--- config.mk ---
export PLATFORM = sky130hd
export DESIGN_NAME = base64_decoder_unit_flat
export DESIGN_NICKNAME = d
export VERILOG_FILES = /design/src/rtl/core/b64d_pkg.sv /design/src/rtl/core/b64d_char_if.sv /design/src/rtl/core/b64d_result_if.sv /design/src/rtl/core/b64d_fifo.sv /design/src/rtl/core/base64_decoder_unit.sv /design/src/flat_wrapper.sv
export SDC_FILE = /design/constraint.sdc
export NUM_CORES = 1
export LEC_CHECK = 0
export ABC_CLOCK_PERIOD_IN_PS = 4000
export BUFFER_PORTS_ARGS = -buffer_cell sky130_fd_sc_hd__clkbuf_2
export CAP_MARGIN = 20
export CORE_MARGIN = 2
export CORE_UTILIZATION = 57
export CTS_CLUSTER_SIZE = 40
export DETAILED_ROUTE_END_ITERATION = 10
export GPL_ROUTABILITY_DRIVEN = 1
export HOLD_SLACK_MARGIN = 0.03
export PLACE_DENSITY_LB_ADDON = 0.1
export SYNTH_ARGS = -nofsm -noshare
export SYNTH_HDL_FRONTEND = slang
export SYNTH_SLANG_ARGS = --single-unit
--- constraint.sdc ---
create_clock -name clk_i -period 4 [get_ports clk_i]
set_input_delay 0.4 -clock clk_i [delete_from_list [all_inputs] [get_ports clk_i]]
set_output_delay 0.4 -clock clk_i [all_outputs]
set_load 0.005 [all_outputs]
--- src/rtl/core/b64d_pkg.sv ---
`timescale 1ns / 1ps

package b64d_pkg;

  localparam logic [7:0] NulChar   = 8'h00;
  localparam logic [7:0] PadChar   = 8'h3d;
  localparam logic [7:0] PlusChar  = 8'h2b;
  localparam logic [7:0] SlashChar = 8'h2f;
  localparam logic [5:0] PlusVal   = 6'h3e;
  localparam logic [5:0] SlashVal  = 6'h3f;

  // Most results per character: a full group gives three bytes.
  localparam int unsigned MaxResults = 3;

  typedef struct packed {
    logic [7:0] data_byte;
    logic       is_status;
    logic       status;
    logic       last;
  } res_t;

  // Return {hit, value} for one character of the standard alphabet.
  function automatic logic [6:0] sextet_of(input logic [7:0] c);
    logic [6:0] r;
    r = '0;
    if (c >= 8'h41 && c <= 8'h5a) begin
      r = {1'b1, 6'(c - 8'h41)};
    end else if (c >= 8'h61 && c <= 8'h7a) begin
      r = {1'b1, 6'(c - 8'h61 + 8'd26)};
    end else if (c >= 8'h30 && c <= 8'h39) begin
      r = {1'b1, 6'(c - 8'h30 + 8'd52)};
    end else if (c == PlusChar) begin
      r = {1'b1, PlusVal};
    end else if (c == SlashChar) begin
      r = {1'b1, SlashVal};
    end
    return r;
  endfunction

endpackage

--- src/rtl/core/b64d_char_if.sv ---
`timescale 1ns / 1ps

interface b64d_char_if;
  logic       valid;
  logic       ready;
  logic [7:0] char_code;

  modport source (output valid, output char_code, input ready);
  modport sink (input valid, input char_code, output ready);
endinterface

--- src/rtl/core/b64d_result_if.sv ---
`timescale 1ns / 1ps

interface b64d_result_if;
  logic       valid;
  logic       ready;
  logic [7:0] data_byte;
  logic       is_status;
  logic       status;
  logic       last;

  modport source (output valid, output data_byte, output is_status, output status,
                  output last, input ready);
  modport sink (input valid, input data_byte, input is_status, input status,
                input last, output ready);
endinterface

--- src/rtl/core/b64d_fifo.sv ---
`timescale 1ns / 1ps

module b64d_fifo import b64d_pkg::*; #(
  parameter int unsigned Depth = 8
) (
  input  logic                       clk_i,
  input  logic                       rst_ni,
  input  logic [1:0]                 push_n_i,
  input  res_t                       push_ent_i [MaxResults],
  input  logic                       pop_i,
  output res_t                       head_o,
  output logic [$clog2(Depth+1)-1:0] fill_o
);

  localparam int unsigned AW = $clog2(Depth);
  localparam int unsigned FW = $clog2(Depth + 1);

  res_t            mem_q [Depth];
  logic [AW-1:0]   wr_ptr_q, wr_ptr_d;
  logic [AW-1:0]   rd_ptr_q, rd_ptr_d;
  logic [FW-1:0]   fill_q, fill_d;

  // Pointers wrap naturally: Depth is a power of two.
  always_comb begin
    wr_ptr_d = wr_ptr_q + AW'(push_n_i);
    rd_ptr_d = rd_ptr_q + AW'(pop_i);
    fill_d   = fill_q + FW'(push_n_i) - FW'(pop_i);
  end

  always_ff @(posedge clk_i or negedge rst_ni) begin
    if (!rst_ni) begin
      wr_ptr_q <= '0;
      rd_ptr_q <= '0;
      fill_q   <= '0;
    end else begin
      wr_ptr_q <= wr_ptr_d;
      rd_ptr_q <= rd_ptr_d;
      fill_q   <= fill_d;
    end
  end

  always_ff @(posedge clk_i) begin
    for (int k = 0; k < MaxResults; k++) begin
      if (2'(k) < push_n_i) begin
        mem_q[wr_ptr_q + AW'(k)] <= push_ent_i[k];
      end
    end
  end

  assign head_o = mem_q[rd_ptr_q];
  assign fill_o = fill_q;

endmodule

--- src/rtl/core/base64_decoder_unit.sv ---
`timescale 1ns / 1ps

// Channel   Role    Beat payload                          Accepted when
// char_i    sink    char_code[7:0]                        valid && ready
// res_o     source  data_byte, is_status, status, last    valid && ready
//
// Pipeline: a character is taken into an input register, decoded in the next cycle
// and its 0 to 3 results are pushed into a result queue. One character per cycle
// is sustained while the queue keeps room: ready is high when queue fill plus the
// results of the character in flight leave room for three more, and the queue
// drains one beat per cycle while the result side is ready.
// Reset: asynchronous, active low; clears the group state, the flags and the queue.
// Stalls: a stalled result side holds the queue head; input stalls only when the
// queue is near full (FifoDepth, a power of two of at least 4).

module base64_decoder_unit import b64d_pkg::*; #(
  parameter int unsigned FifoDepth = 8
) (
  input  logic             clk_i,
  input  logic             rst_ni,
  b64d_char_if.sink        char_i,
  b64d_result_if.source    res_o
);

  localparam int unsigned FW = $clog2(FifoDepth + 1);

  // Input register
  logic       in_vq_q;
  logic [7:0] char_q;

  // Decoder state
  logic [1:0]  gp_q, gp_d;
  logic [17:0] held_q, held_d;
  logic        twp_q, twp_d;
  logic        stop_q, stop_d;
  logic        mal_q, mal_d;

  // Decode of the registered character
  logic [6:0] sx;
  logic       pad, pad3, pad4, vok;
  logic [5:0] v, s0, s1, s2;
  logic [7:0] b0, b1, b2;
  logic [1:0] n_res;
  res_t       ent [MaxResults];

  // Queue
  res_t          head;
  logic [FW-1:0] fill;
  logic          pop;
  logic [FW:0]   room_need;

  // Reserve room for whatever the character in flight will push.
  assign room_need    = {1'b0, fill} + (FW+1)'(n_res);
  assign char_i.ready = room_need <= (FW+1)'(FifoDepth - MaxResults);

  always_ff @(posedge clk_i or negedge rst_ni) begin
    if (!rst_ni) begin
      in_vq_q <= 1'b0;
    end else begin
      in_vq_q <= char_i.valid && char_i.ready;
    end
  end

  always_ff @(posedge clk_i) begin
    if (char_i.valid && char_i.ready) begin
      char_q <= char_i.char_code;
    end
  end

  assign sx   = sextet_of(char_q);
  assign pad  = char_q == PadChar;
  assign pad3 = pad && (gp_q == 2'd2);
  assign pad4 = pad && (gp_q == 2'd3);
  // A pad at the third or fourth place stands for a zero sextet.
  assign vok  = sx[6] || pad3 || pad4;
  assign v    = (pad3 || pad4) ? 6'd0 : sx[5:0];

  assign s0 = held_q[17:12];
  assign s1 = held_q[11:6];
  assign s2 = held_q[5:0];
  assign b0 = {s0, s1[5:4]};
  assign b1 = {s1[3:0], s2[5:2]};
  assign b2 = {s2[1:0], v};

  always_comb begin
    gp_d   = gp_q;
    held_d = held_q;
    twp_d  = twp_q;
    stop_d = stop_q;
    mal_d  = mal_q;
    n_res  = 2'd0;
    for (int k = 0; k < MaxResults; k++) begin
      ent[k] = '0;
    end
    if (in_vq_q) begin
      if (char_q == NulChar) begin
        // End of string: report and rearm for the next string.
        n_res            = 2'd1;
        ent[0].is_status = 1'b1;
        ent[0].status    = mal_q || (gp_q != 2'd0);
        ent[0].last      = 1'b1;
        gp_d             = 2'd0;
        held_d           = '0;
        twp_d            = 1'b0;
        stop_d           = 1'b0;
        mal_d            = 1'b0;
      end else if (!(mal_q || stop_q)) begin
        if (!vok) begin
          // Bad character or early pad: drop the rest up to the NUL.
          mal_d = 1'b1;
        end else if (gp_q != 2'd3) begin
          held_d = {held_q[11:0], v};
          gp_d   = gp_q + 2'd1;
          if (pad3) begin
            twp_d = 1'b1;
          end
        end else begin
          // Fourth character closes the group.
          gp_d             = 2'd0;
          held_d           = '0;
          ent[0].data_byte = b0;
          ent[1].data_byte = b1;
          ent[2].data_byte = b2;
          if (twp_q) begin
            twp_d          = 1'b0;
            stop_d         = 1'b1;
            n_res          = 2'd1;
            ent[0].last    = 1'b1;
          end else if (pad4) begin
            stop_d         = 1'b1;
            n_res          = 2'd2;
            ent[1].last    = 1'b1;
          end else begin
            n_res          = 2'd3;
            ent[2].last    = 1'b1;
          end
        end
      end
    end
  end

  always_ff @(posedge clk_i or negedge rst_ni) begin
    if (!rst_ni) begin
      gp_q   <= 2'd0;
      held_q <= '0;
      twp_q  <= 1'b0;
      stop_q <= 1'b0;
      mal_q  <= 1'b0;
    end else begin
      gp_q   <= gp_d;
      held_q <= held_d;
      twp_q  <= twp_d;
      stop_q <= stop_d;
      mal_q  <= mal_d;
    end
  end

  b64d_fifo #(
    .Depth (FifoDepth)
  ) u_fifo (
    .clk_i      (clk_i),
    .rst_ni     (rst_ni),
    .push_n_i   (n_res),
    .push_ent_i (ent),
    .pop_i      (pop),
    .head_o     (head),
    .fill_o     (fill)
  );

  // Advance the queue head on each taken result beat.
  assign res_o.valid     = fill != '0;
  assign pop             = res_o.valid && res_o.ready;
  assign res_o.data_byte = head.data_byte;
  assign res_o.is_status = head.is_status;
  assign res_o.status    = head.status;
  assign res_o.last      = head.last;

  // The room reserve must keep every push inside the queue.
  a_no_overflow: assert property (@(posedge clk_i) disable iff (!rst_ni)
    in_vq_q |-> ({1'b0, fill} + (FW+1)'(n_res)) <= (FW+1)'(FifoDepth))
    else $error("result queue overflow");

  // A NUL always yields exactly one status beat.
  a_nul_status: assert property (@(posedge clk_i) disable iff (!rst_ni)
    (in_vq_q && char_q == NulChar) |-> (n_res == 2'd1 && ent[0].is_status))
    else $error("NUL without status result");

  // A status beat always closes its character's results.
  a_status_last: assert property (@(posedge clk_i) disable iff (!rst_ni)
    (res_o.valid && res_o.is_status) |-> res_o.last)
    else $error("status beat without last");

  // Once malformed, nothing but the NUL produces results.
  a_mal_quiet: assert property (@(posedge clk_i) disable iff (!rst_ni)
    (in_vq_q && mal_q && char_q != NulChar) |-> n_res == 2'd0)
    else $error("result after malformed input");

endmodule

--- src/flat_wrapper.sv ---
// flat-port wrapper written by rule: the top's interface ports become plain ports
module base64_decoder_unit_flat import b64d_pkg::*;
#(
  parameter int unsigned FifoDepth = 8
)
  (clk_i, rst_ni, char_i_valid, char_i_char_code, char_i_ready, res_o_valid, res_o_data_byte, res_o_is_status, res_o_status, res_o_last, res_o_ready);
  b64d_char_if char_i_i ();
  b64d_result_if res_o_i ();
  input  logic clk_i;
  input  logic rst_ni;
  input wire logic [$bits(char_i_i.valid)-1:0] char_i_valid;
  input wire logic [$bits(char_i_i.char_code)-1:0] char_i_char_code;
  output wire logic [$bits(char_i_i.ready)-1:0] char_i_ready;
  output wire logic [$bits(res_o_i.valid)-1:0] res_o_valid;
  output wire logic [$bits(res_o_i.data_byte)-1:0] res_o_data_byte;
  output wire logic [$bits(res_o_i.is_status)-1:0] res_o_is_status;
  output wire logic [$bits(res_o_i.status)-1:0] res_o_status;
  output wire logic [$bits(res_o_i.last)-1:0] res_o_last;
  input wire logic [$bits(res_o_i.ready)-1:0] res_o_ready;
  assign char_i_i.valid = char_i_valid;
  assign char_i_i.char_code = char_i_char_code;
  assign char_i_ready = char_i_i.ready;
  assign res_o_valid = res_o_i.valid;
  assign res_o_data_byte = res_o_i.data_byte;
  assign res_o_is_status = res_o_i.is_status;
  assign res_o_status = res_o_i.status;
  assign res_o_last = res_o_i.last;
  assign res_o_i.ready = res_o_ready;
  base64_decoder_unit #(.FifoDepth(FifoDepth)) u_core (.clk_i(clk_i), .rst_ni(rst_ni), .char_i(char_i_i), .res_o(res_o_i));
endmodule
==> flow_summary.toml <==
[yosys]
synth_seq_cells = 130
synth_top_cell_by_area = "sky130_fd_sc_hd__edfxtp_1"
yosysUniqueCellTypes = 73
synthAdderAreaFrac = 0.0469
synth-simple-area-share = 0.146
syn-mean-instance-area_um2 = 10.7
netlist_area_um2 = 7950
synth_nets = 781
postSynth.asyncResetShare = 0.262
synthesis.instances = 741
ys_seq_area_frac = 0.450
yosys-top-cells-count = "80 x sky130_fd_sc_hd__edfxtp_1, 66 x sky130_fd_sc_hd__nand2_1, 63 x sky130_fd_sc_hd__nand3_1"
synth_top_flop_cell = "sky130_fd_sc_hd__edfxtp_1"
dominant_combinational_cell_family_by_area_after_synthesis = "compound AO/OA/AOI/OAI gates"
synth_edf_count = 80
post_synthesis_share_of_cell_area_spent_on_xor_and_xnor_gates = 0.0154
synth_most_common_cell = "sky130_fd_sc_hd__edfxtp_1"
synth-compound-area-share = 0.203
synth-warning-count = 0
synthDominantCellAreaShare = 0.302
netlist_top_cells_area = "sky130_fd_sc_hd__edfxtp_1 30%, sky130_fd_sc_hd__dfrtp_1 11%, sky130_fd_sc_hd__mux4_2 6.2%, sky130_fd_sc_hd__o221ai_1 5.4%, sky130_fd_sc_hd__dfxtp_1 4.0%"
synthMuxAreaShare = 0.0907

[power_and_ir_drop]
power_leakage_uw = 0.00336
power.switching_fraction = 0.310
power_report.internal_total_uw = 3170
clock_power_share = 0.352
p_comb_frac = 0.283
share_seq_of_total_power = 0.365
total_switching_power_uw = 1420
p_total_uw = 4590
vdd_ir_drop_max_mv = 0.332
power_density_nw_per_um2 = 498

[clocking]
tritoncts = "built"
clock_sinks = 130
root_buffer = "sky130_fd_sc_hd__clkbuf_16"
cts_buffers = 17
clk_path_buf_depth = 2
worst_skew_pair.late_latency_ns = 0.42
clk_pin_slew_worst_paths_ns = 0.06
htreeDepth = 4

[worst_setup_path]
critical-path-max-stage-delay_ns = 0.48
critical_path.endpoint_type = "primary output"
cp_max_fo = 8
crit-reg2reg-launch = "u_core.char_q[3]"
timing.setup.critical_path_class = "flop to primary output"
r2r.worst_path.cells = 14
timing.critical_path.arrival_ns = 3.43
worst_setup_path_start_kind = "flop"
setup.worst_path.start = "u_core.char_q[3]"
crit_path_end = "char_i_ready"
crit-reg2reg-capture = "u_core.char_q[5]"
cp_slowest_cell = "sky130_fd_sc_hd__edfxtp_1"
required_ns = 3.60
worst-r2r-setup-slack_ns = 0.52
cp_cell_sequence = "ha_2, a21oi_1, a311o_1, nand3_1, a21oi_2, nand2_1, o21ai_2, ha_2, inv_1, fa_2, xor2_1, o221ai_1, a21oi_1, buf_2"

[sta]
final-setup-viol-count = 0
timing.final.hold_violations = 0
maxSlewHeadroom = 0.372
skew_ns = 0.00726
setup_tns_ns = 0
min_period_over_period = 0.957
timing.final.ws_setup_ns = 0.170
maxClockFrequency_mhz = 261
tightest_slew_ns = 0.939
slew_violations = 0
fin_crit_ns = 3.83

[floorplan]
num_io_pins = 25
row_count = 43
die_x_um = 122
coreArea_um2 = 13800
die-area_um2 = 14900
initial_utilization = 0.577
die_y_um = 122

[global_route]
grt_overflow_total = 0
grt_start_max_net_pins = 51
grt_first_pass_wirelength_mm = 39.4
first_global_vias = 6626
grt_use_total = 0.361
grt_antenna_before_repair = 0

[routing]
detailroute.via_count = 7023
drt-vias-per-instance = 7.15
drtPass1Iterations = 7
detailed_router_s_first_iteration_violation_count = 1094
post_drt_wl_per_cell_um = 26.6
finalWirelength_mm = 26.1
drtAntennaViolNets = 0
post-route-drc-count = 0

[cells_and_area]
areaGrowthSynthToFinish_pct = 16.1
drive_gt1_frac = 0.221
layoutNonFillerInstCount = 982
insertedDiodeCount = 0
nets = 829

[status]
outcome = "completed"

[placed_design]
placed_cells_incl_taps = 935
numPortBuffers = 24
dp_slack_ns = 0.0934
place.gp.congestion = 1.11
dp_hpwl_mm = 18.5

[flow_run]
max_cap_viol_count = 0

[hold_path]
holdCritPathClass = "input port to flop"
-- layout by cell type (no fill, tap or decap), types with 13 or more instances in the layout --
| cell | n |
|---|---|
| sky130_fd_sc_hd__edfxtp_1 | 80 |
| sky130_fd_sc_hd__nand2_1 | 66 |
| sky130_fd_sc_hd__nand3_1 | 63 |
| sky130_fd_sc_hd__buf_4 | 57 |
| sky130_fd_sc_hd__o221ai_1 | 49 |
| sky130_fd_sc_hd__dfrtp_1 | 34 |
| sky130_fd_sc_hd__o21ai_0 | 29 |
| sky130_fd_sc_hd__a21oi_1 | 26 |
| sky130_fd_sc_hd__inv_1 | 24 |
| sky130_fd_sc_hd__clkbuf_2 | 23 |
| sky130_fd_sc_hd__nor2_1 | 22 |
| sky130_fd_sc_hd__mux4_2 | 22 |
| sky130_fd_sc_hd__nand4_1 | 19 |
| sky130_fd_sc_hd__ha_1 | 19 |
| sky130_fd_sc_hd__clkbuf_16 | 18 |
| sky130_fd_sc_hd__dfxtp_1 | 16 |
| sky130_fd_sc_hd__a22o_1 | 13 |
-- critical path, delay by kind of cell, from the launching register on --
| kind | cells | cell delay, ns |
|---|---|---|
| AO/OA/AOI/OAI | 6 | 1.04 |
| AND/OR/NAND/NOR | 2 | 0.25 |
| flip-flops | 1 | 0.48 |
| buffers and inverters | 2 | 0.19 |
| XOR/XNOR | 1 | 0.16 |
| adder cells (fa/ha/maj) | 3 | 0.87 |
-- flip-flops by register name (all words and copies together), names as in the netlist --
signal                  cells
u_core.u_fifo.fill_o        4
u_core.held_q              18
u_core.twp_q                1
u_core.gp_q                 2
u_core.char_q               8
u_core.u_fifo.rd_ptr_q      3
u_core.mal_q                1
u_core.in_vq_q              1
u_core.stop_q               1
u_core.u_fifo.mem_q        88
u_core.u_fifo.wr_ptr_q      3
-- power by group through the flow --
stage          Combinational, uW  Clock (uW)  Sequential [uW]
6_report                    1300        1620             1680
2_1_floorplan                883           0             1610
3_3_place_gp                1110           0             1720
4_1_cts                     1180        1620             1700
5_1_grt                     1410        1680             1690
3_5_place_dp                1140           0             1730
-- cell families (layout without fill, tap and decap cells) --
logic type / Yosys count / after routing
simple gates: 231 / 231
mux: 43 / 43
xor+xnor: 14 / 14
fa+ha+maj: 28 / 28
compound gates: 210 / 210
buf+inv: 85 / 146
flops: 130 / 130
-- metal layers --
layer | part of all wire | wire length, um | global-route usage | vias up
met5 | 0 | 0 | 0 | -
met4 | 0.040 | 1040 | 0.145 | 0
met3 | 0.11 | 2840 | 0.0777 | 96
met2 | 0.47 | 12300 | 0.572 | 540
met1 | 0.38 | 9930 | 0.486 | 3370
li1 | - | - | - | 3017
-- metrics by stage --
stage | instance area [um^2] | hold WS (ns) | util
after floorplan | 7950 | 0.104 | -
after global placement | 8400 | 0.469 | 0.610
after detailed placement | 8400 | 0.477 | 0.610
after CTS | 9070 | 0.145 | 0.659
after global routing | 9230 | 0.148 | 0.670
final | 9230 | 0.157 | 0.670
-- layout make-up --
class | instances | area (um^2)
fillers | 1088 | 4550
inverters | 28 | 105
repair buffers | 86 | 631
multi-input cells | 526 | 4080
clock buffers | 23 | 489
clock inverters | 9 | 128
well taps | 180 | 225
flip-flops and latches | 130 | 3570
-- timing repair --
action | CTS | global route
resized for setup | 2 | 16
setup buffers | 7 | 4
setup endpoints to repair | 1 | 1
hold buffers | 0 | 1
hold endpoints to repair | 0 | 1
pin swaps | 2 | 6
-- how the worst min path moves through the flow --
stage	from	slack [ns]	cells past startpoint	to
floorplan	rst_ni	0.10	0	u_core.gp_q[0]
global placement	u_core.u_fifo.mem_q[3][2]	0.47	2	u_core.u_fifo.mem_q[3][2]
detailed placement	u_core.u_fifo.mem_q[3][2]	0.48	2	u_core.u_fifo.mem_q[3][2]
CTS	char_i_char_code[1]	0.15	1	u_core.char_q[1]
global route	char_i_char_code[7]	0.15	1	u_core.char_q[7]
finish	char_i_char_code[7]	0.16	1	u_core.char_q[7]
Power figures use the tool's default switching activity.
